--- src/rtl/core/bbmf_ram.sv ---
// Generic single-write, single-read synchronous RAM with registered read data.
`default_nettype none
module bbmf_ram #(
    parameter int WIDTH = 8,
    parameter int DEPTH = 16
) (
    input  wire logic                     clk,
    input  wire logic                     wr_en,
    input  wire logic [$clog2(DEPTH)-1:0] wr_addr,
    input  wire logic [WIDTH-1:0]         wr_data,
    input  wire logic                     rd_en,
    input  wire logic [$clog2(DEPTH)-1:0] rd_addr,
    output logic      [WIDTH-1:0]         rd_data
);

    logic [WIDTH-1:0] mem [DEPTH];

    always_ff @(posedge clk)
    begin
        if (wr_en)
        begin
            mem[wr_addr] <= wr_data;
        end
        if (rd_en)
        begin
            rd_data <= mem[rd_addr];
        end
    end

endmodule
`default_nettype wire

--- config.mk ---
export PLATFORM = sky130hd
export DESIGN_NAME = bbmf_ram
export DESIGN_NICKNAME = d
export VERILOG_FILES = /design/src/rtl/core/bbmf_ram.sv
export SDC_FILE = /design/constraint.sdc
export NUM_CORES = 1
export LEC_CHECK = 0
export ABC_AREA = 0
export BUFFER_PORTS_ARGS = -buffer_cell sky130_fd_sc_hd__buf_2
export CORE_MARGIN = 3
export CORE_UTILIZATION = 43
export DETAILED_ROUTE_END_ITERATION = 10
export HOLD_SLACK_MARGIN = 0.02
export PLACE_DENSITY = 0.63
export SYNTH_ARGS = -nofsm -noshare
export SYNTH_HDL_FRONTEND = slang
export SYNTH_SLANG_ARGS = --single-unit
--- constraint.sdc ---
create_clock -name clk -period 5.3 [get_ports clk]
set_clock_uncertainty 0.1 [all_clocks]
set_input_delay 0.265 -clock clk [delete_from_list [all_inputs] [get_ports clk]]
set_output_delay 0.265 -clock clk [all_outputs]
set_load 0.005 [all_outputs]
==> results of run 1 <==
==> metal layers <==
metal	vias to the layer above	share of wire
met5	-	0
met4	0	0.0054
met3	2	0.089
met2	106	0.50
met1	1215	0.41
li1	1059	-
==> cell families (layout without fill, tap and decap cells) <==
family,after synthesis,in the layout,synth area share
compound gates,16,16,0.0230
buf+inv,10,61,0.0165
simple gates,35,35,0.0314
flops,136,136,0.781
mux,32,32,0.148
==> synthesized netlist by cell type <==
master and instances:
sky130_fd_sc_hd__and2_1 1, sky130_fd_sc_hd__nand3b_1 2, sky130_fd_sc_hd__a22oi_1 16, sky130_fd_sc_hd__mux4_1 14
sky130_fd_sc_hd__clkdlybuf4s25_2 3, sky130_fd_sc_hd__nor3_1 4, sky130_fd_sc_hd__or3b_2 1, sky130_fd_sc_hd__nand2b_1 2
sky130_fd_sc_hd__buf_2 3, sky130_fd_sc_hd__buf_6 3, sky130_fd_sc_hd__nand2_1 9, sky130_fd_sc_hd__mux4_2 18
sky130_fd_sc_hd__buf_4 1, sky130_fd_sc_hd__and2b_1 1, sky130_fd_sc_hd__nor2_1 13, sky130_fd_sc_hd__nor2b_1 1
sky130_fd_sc_hd__edfxtp_1 136, sky130_fd_sc_hd__nand3_1 1
==> worst paths after layout <==
kind               from    endpoint  slack (ns)  depth (start not counted)
min               rd_en  rd_data[7]        0.13                          1
max reg2reg   mem[1][3]  rd_data[3]        3.66                          3
max          rd_addr[0]  rd_data[5]        3.23                          4
min reg2reg  mem[14][0]  rd_data[0]        0.64                          3
==> through the flow <==
| step | hold WS [ns] | power, mW | instances | area [um^2] | setup slack, ns |
|---|---|---|---|---|---|
| final | 0.132 | 2.81 | 423 | 6230 | 3.23 |
| after global routing | 0.129 | 2.89 | 423 | 6230 | 3.09 |
| after CTS | 0.131 | 2.83 | 423 | 6230 | 3.19 |
| after detailed placement | 0.556 | 1.35 | 391 | 5480 | 2.78 |
| after global placement | 0.554 | 1.34 | 391 | 5480 | 2.78 |
| after floorplan | 0.264 | 1.30 | 229 | 5230 | 3.44 |
==> worst reg2reg max path, delay by kind of cell (launching register included) <==
kind,cells,cell delay [ns]
AOI/OAI and AO/OA,1,0.27
DFF,1,0.38
muxes,1,0.52
and+or+nand+nor,1,0.10
==> sequential cells by signal, summed over array words and instances, names as in the netlist <==
register / flops
mem: 128
rd_data: 8
==> layout make-up <==
type | instances | area [um^2] | area share
sequential | 136 | 4080 | 0.656
multi-input combinational | 83 | 1060 | 0.171
clock buffer | 17 | 425 | 0.0683
clock inverter | 15 | 327 | 0.0524
tap | 143 | 179 | 0.0287
timing repair buffer | 29 | 153 | 0.0245
==> power groups by stage <==
stage	registers, mW	clock network [mW]	logic, mW
6_report	1.22	1.48	0.104
5_1_grt	1.22	1.56	0.114
4_1_cts	1.22	1.50	0.106
3_5_place_dp	1.24	0	0.105
3_3_place_gp	1.24	0	0.103
2_1_floorplan	1.24	0	0.0612
==> results by stage, run 1 <==
Outcome:
- The flow ran to the end, and the final reports show no timing, DRC or antenna violations.

STA:
- The measured slew at the worst slew-check pin is 1.06 ns.
- The total setup violations reported at the end of the flow is 0.
- Subtracting the final worst setup slack from the clock period gives 2.07 ns.
- Headroom to the max-slew limit came out at 0.294.
- The post-route fraction of the period consumed by the critical path is 0.391.
- Setup repair after global routing left no endpoint under its margin.
- The final sum of negative setup slack is 0 ns.
- For this run, the top clock speed supported by timing is 0.482 GHz.
- The number of hold violations in the final report is 0.
- The total count of max-transition violations in the final report came to 0.

Setup path:
- The critical path arrival is 2.13 ns.
- Among all stages on the critical path, the largest delay is contributed by sky130_fd_sc_hd__buf_2.
- The launching element type of the critical path is an input pin.
- The signal on the critical path passes through buf_2, mux4_1, a22oi_1, nand2_1.
- The cell family contributing the most delay on the critical path is buffers and inverters.
- The class of the most critical setup path is in2reg.
- For this run, the slowest stage of the critical path takes 0.78 ns.
- The kind of end point of the critical path is a register.
- Counting both buffers and inverters, the worst setup path holds a total of 1.
- The data required time at the worst endpoint is 5.35 ns.
- In this run the worst path has a maximum fanout of 32.

Drt:
- For this run, the detailed router's first-pass iteration total came to 4.
- The per-cell routed wire length is 23.3 um.
- After detailed routing, the number of remaining DRC violations is 0.
- The count of nets left with antenna violations once routing finished came out at 0.
- The via total after detailed routing is 2,382.
- Wires add up to 9.84 mm.
- The initial DRC count is 264.
- In the routed layout, each cell is associated on average with a via count of 5.63.

Placed design:
- Detailed placement ended at an HPWL of 5.93 mm.
- The final RePlAce weighted congestion is 0.689.
- The count of buffers inserted at the top-level ports is 26.

Die:
- The die extent in x is 116 um.
- The number of rows in the core area is 39.
- The initial standard-cell utilization of the core is 0.448.
- 27 I/O pins were placed.
- The region available for standard cell placement spans 11,700 um^2.
- The die height is 116 um.
- The die covers 13,500 um^2.

CTS:
- After clock tree synthesis, the repair step resized 0 gates.
- The clock-pin slew of the registers on the worst-case setup and hold paths is 0.06 ns.
- The number of buffers created by CTS is 17.
- The tree is rooted in a sky130_fd_sc_hd__clkbuf_16.
- After clock tree synthesis, the setup repair step added 0 buffers.
- The maximum clock path buffer count is 2.
- At the later pin of the worst-skew pair, clock insertion delay measures 0.42 ns.
- The number of hold-repair buffers added at the cts stage is 0.
- The clock sink count is 136.
- The CTS H-tree depth is 4.
- The TritonCTS clock tree is built.

Global route:
- The fraction of met1 tracks used by global routing is 0.226.
- The global route total overflow is 0.
- The initial antenna violation count came to 0.
- After global routing, the most crowded layer is met2.
- For this run, the total global-route usage over all layers was measured as 0.165.
- In the global route stage, met2 resource usage came out at 0.249.
- Entering global routing, the biggest net connects 33 pins.
- The number of global-route vias before repair is 2,466.
- The met3 demand-to-capacity share in global routing is 0.0466.
- The first-pass GRT wire length is 15.3 mm.

Synthesis:
- The count of cell types in the netlist is 18.
- Counting flops and latches in the post-synthesis netlist gives 136.
- The cell type with the highest aggregate area in the netlist is sky130_fd_sc_hd__edfxtp_1.
- The combined area of all synthesized cells is 5230 um^2.
- The number of nets in the synthesized netlist is 248.
- The sequential area share after synthesis is 0.781.
- Of the post-synthesis cell area, the dominant cell type holds 0.781.
- The number of instances in the synthesized netlist is 229.
- In the post-synthesis netlist, the biggest area contributors are sky130_fd_sc_hd__edfxtp_1, sky130_fd_sc_hd__mux4_2, sky130_fd_sc_hd__mux4_1.
- Dividing the synthesized area by the synthesized cell count gives 22.8 um^2.
- For this run, the number of Yosys warnings is 0.

Final layout:
- The repair_antennas step left the layout with diodes totalling 0.
- The synthesis-to-layout area growth is 19.2%.
- In the final layout, the share of cells above drive strength 1 is 0.282.
- The library cell used most frequently in the layout, excluding fill and tap cells, is sky130_fd_sc_hd__edfxtp_1.
- Fill cells in the final layout number 853.
- The number of nets in the final layout is 286.
- The top cell types in the final layout, fill and taps aside, are sky130_fd_sc_hd__edfxtp_1, sky130_fd_sc_hd__buf_2, sky130_fd_sc_hd__mux4_2, sky130_fd_sc_hd__clkbuf_16, sky130_fd_sc_hd__a22oi_1.
- Measured on the finished design, the core utilization comes to 0.534.

Power and ir drop:
- In this run the static leakage power is 2.09 nW.
- The worst IR drop on VDD is 0.000189 V.
- Of the total power, the share spent switching nets is 0.173.
- The share of total power dissipated in sequential elements is 0.434.
- The share of total power dissipated in the clock network is 0.529.
- The internal power component is 2.32 mW.
- The ratio of total power to cell area is 451 nW/um^2.
- The switching component of the power is 0.486 mW.
- The combinational share of power is 0.037.

Flow run:
- The total of max-cap violations is 0.

Min path:
- In this run the worst hold path is classified as in2reg.
Note: power is estimated with default switching activity, not from simulation.
==> run 2, diff against run 1 <==
- PLACE_DENSITY: 0.63 -> 0.66
- clock period: 5.3 -> 1.8 ns (I/O delays scaled with it)
==> run 2 against run 1 <==
  * Count of clock-buffer cells in the layout unchanged
  * Flip-flop and latch count did not move
  * Core utilization is 1.7 points higher
  * Die area unchanged
  * Global-route usage up 0.48 points
  * Wire length is 2.8% higher
  * Final cell count increased by 7.8%
  * Total power grew to 2.7 times the previous value
==> results by stage, run 2 (same netlist as run 1, synthesis figures left out) <==
Die:
- The die covers 13,500 um^2.
- The number of placed I/O pins is 27.
- The placeable core region is 11,700 um^2.
- The die height is 116 um.
- Row generation in the floorplan step produced 39 rows.
- The die extent in x is 116 um.
- The initial standard-cell utilization of the core is 0.448.

Setup path:
- STA puts the critical path data required time at 1.85 ns.
- By startpoint and endpoint, the worst setup path is classified as reg2reg.
- The worst setup path is captured at a register.
- The launching element type of the critical path is a register.
- In this run the worst path has a maximum fanout of 1.
- The critical path arrival is 1.68 ns.

Global route:
- The total global-route track usage is 0.170.
- The initial antenna violation count is 0.
- The number of global-route vias before repair came to 2,642.
- The first global-routing pass estimated 15.9 mm of wire.
- After global routing the overflow that remains totals 0.
- Entering global routing, the biggest net connects 17 pins.

Drt:
- The routed layout has 2,534 vias.
- The total wirelength of the detailed-routed design is 10.1 mm.
- The first TritonRoute pass finished after 4 iterations.
- The count of unresolved DRC violations after routing is 0.
- Dividing the detail-routed wire length by the instance count gives 22.2 um.
- The initial DRC count is 231.
- Dividing the detail-routed via count by the number of cells gives 5.56.
- The count of nets left with antenna violations once routing finished came out at 0.

Final layout:
- The number of antenna diodes in the final layout is 0.
- In the final layout, the registers with the most flip-flops are mem (128), rd_data (8).
- The most common cell after layout, fill and taps aside is sky130_fd_sc_hd__edfxtp_1.
- After the last flow step, the layout net total stands at 319.
- The register with the highest flop count is mem.
- The register with the most flip-flops in the layout has 128 of them.
- The final standard cell utilization of the core is 0.552.
- In the layout the commonest cells are sky130_fd_sc_hd__edfxtp_1, sky130_fd_sc_hd__buf_2, sky130_fd_sc_hd__buf_4, sky130_fd_sc_hd__mux4_2, sky130_fd_sc_hd__clkbuf_16.
- Of the cells placed in the final design, the portion with a size suffix greater than 1 is 0.332.
- The area growth from synthesis to layout is 23.1%.

Min path:
- The type of the worst min-delay path is in2reg.

STA:
- The total count of max-transition violations in the final report is 0.
- The measured slew at the worst slew-check pin is 0.436 ns.
- Headroom to the max-slew limit came out at 0.709.
- Hold is met by 0.145 ns.
- The post-route fraction of the period consumed by the critical path is 0.906.
- The highest clock rate is 0.613 GHz.
- Setup violations remaining at the end of the flow were counted as 0.
- The number of hold violations in the final report was 0.
- Setup repair after global routing left no endpoint under its margin.
- The smallest clock period supported by the final layout is computed as 1.63 ns.

CTS:
- The number of cells upsized or downsized after cts is 0.
- The TritonCTS clock tree is built.
- The number of buffers created by CTS is 17.
- The setup fix buffers added after clock tree synthesis is 0.
- In this run the number of H-tree levels came out at 4.
- The clock reaches the later pin of the worst-skew pair after 0.41 ns.
- The clock sink count is 136.
- The cell chosen for the clock root is sky130_fd_sc_hd__clkbuf_16.
- Clock-pin slew was measured on the worst setup and hold paths at 0.06 ns.
- The number of hold-repair buffers added at the cts stage is 9.
- In this run the deepest clock path goes through 2 buffers.

Power and ir drop:
- The switching component of the power is 1.56 mW.
- Of the total power, combinational logic draws 0.046.
- The analysis attributes to cell leakage a power of 2.21 nW.
- The share of total power in the clock network is 0.485.
- The ratio of total power to cell area is 1190 nW/um^2.
- The fraction of power spent switching nets is 0.204.
- Of the total power, registers draw 0.469.
- The total power consumption of the routed design is 7.64 mW.
- VDD sags by at most 0.000654 V.
- Internal power comes to 6.08 mW.

Placed design:
- The final RePlAce weighted congestion is 0.725.
- In this run the tool buffered the top-level ports with 26 buffer cells.
- The HPWL after detailed placement is 6.49 mm.

Outcome:
- The run finished with clean final reports.

Flow run:
- Max-cap violations in this run came to 0.
run 2: cell type report:
cell class,count,area [um^2]
fillers,857,5230
flip-flops and latches,136,4080
multi-input cells,83,1060
repair buffers,62,473
clock buffers,17,425
clock inverters,15,215
well taps,143,179
run 2: path summary, 6_finish.rpt:
| kind | to | slack (ns) | cells after the start | start |
|---|---|---|---|---|
| worst max-delay path | rd_data[5] | 0.17 | 3 | mem[1][5] |
| worst min-delay path | mem[4][5] | 0.15 | 3 | wr_addr[0] |
| worst max register to register | rd_data[5] | 0.17 | 3 | mem[1][5] |
| worst min register to register | rd_data[1] | 0.65 | 3 | mem[15][1] |
run 2: metal layers:
| metal | global-route usage | vias up | share of wire |
|---|---|---|---|
| li1 | - | 1125 | - |
| met1 | 0.242 | 1301 | 0.44 |
| met2 | 0.252 | 93 | 0.49 |
| met3 | 0.0503 | 15 | 0.064 |
| met4 | 0.0588 | 0 | 0.014 |
| met5 | 0 | - | 0 |
run 2: power by group through the flow:
stage,clock network [mW],logic (mW),registers (mW)
floorplan,0,0.180,3.65
global placement,0,0.338,3.65
detailed placement,0,0.346,3.65
CTS,3.75,0.363,3.59
global route,3.90,0.389,3.59
finish,3.70,0.354,3.58
run 2: worst max-delay path: stages, from the launching register on:
cell                       delay (ns)
sky130_fd_sc_hd__edfxtp_1        0.36
sky130_fd_sc_hd__mux4_1          0.51
sky130_fd_sc_hd__a22oi_1         0.28
sky130_fd_sc_hd__nand2_1         0.13
run 2: stage by stage:
step / TNS [ns] / cell area (um^2) / cells / setup WS, ns
after detailed placement: -0.00210 / 5700 / 415 / -0.00210
after floorplan: 0 / 5230 / 229 / 0.117
after global placement: -0.000114 / 5700 / 415 / -0.000114
final: 0 / 6430 / 456 / 0.169
after CTS: 0 / 6430 / 456 / 0.155
after global routing: 0 / 6430 / 456 / 0.0834
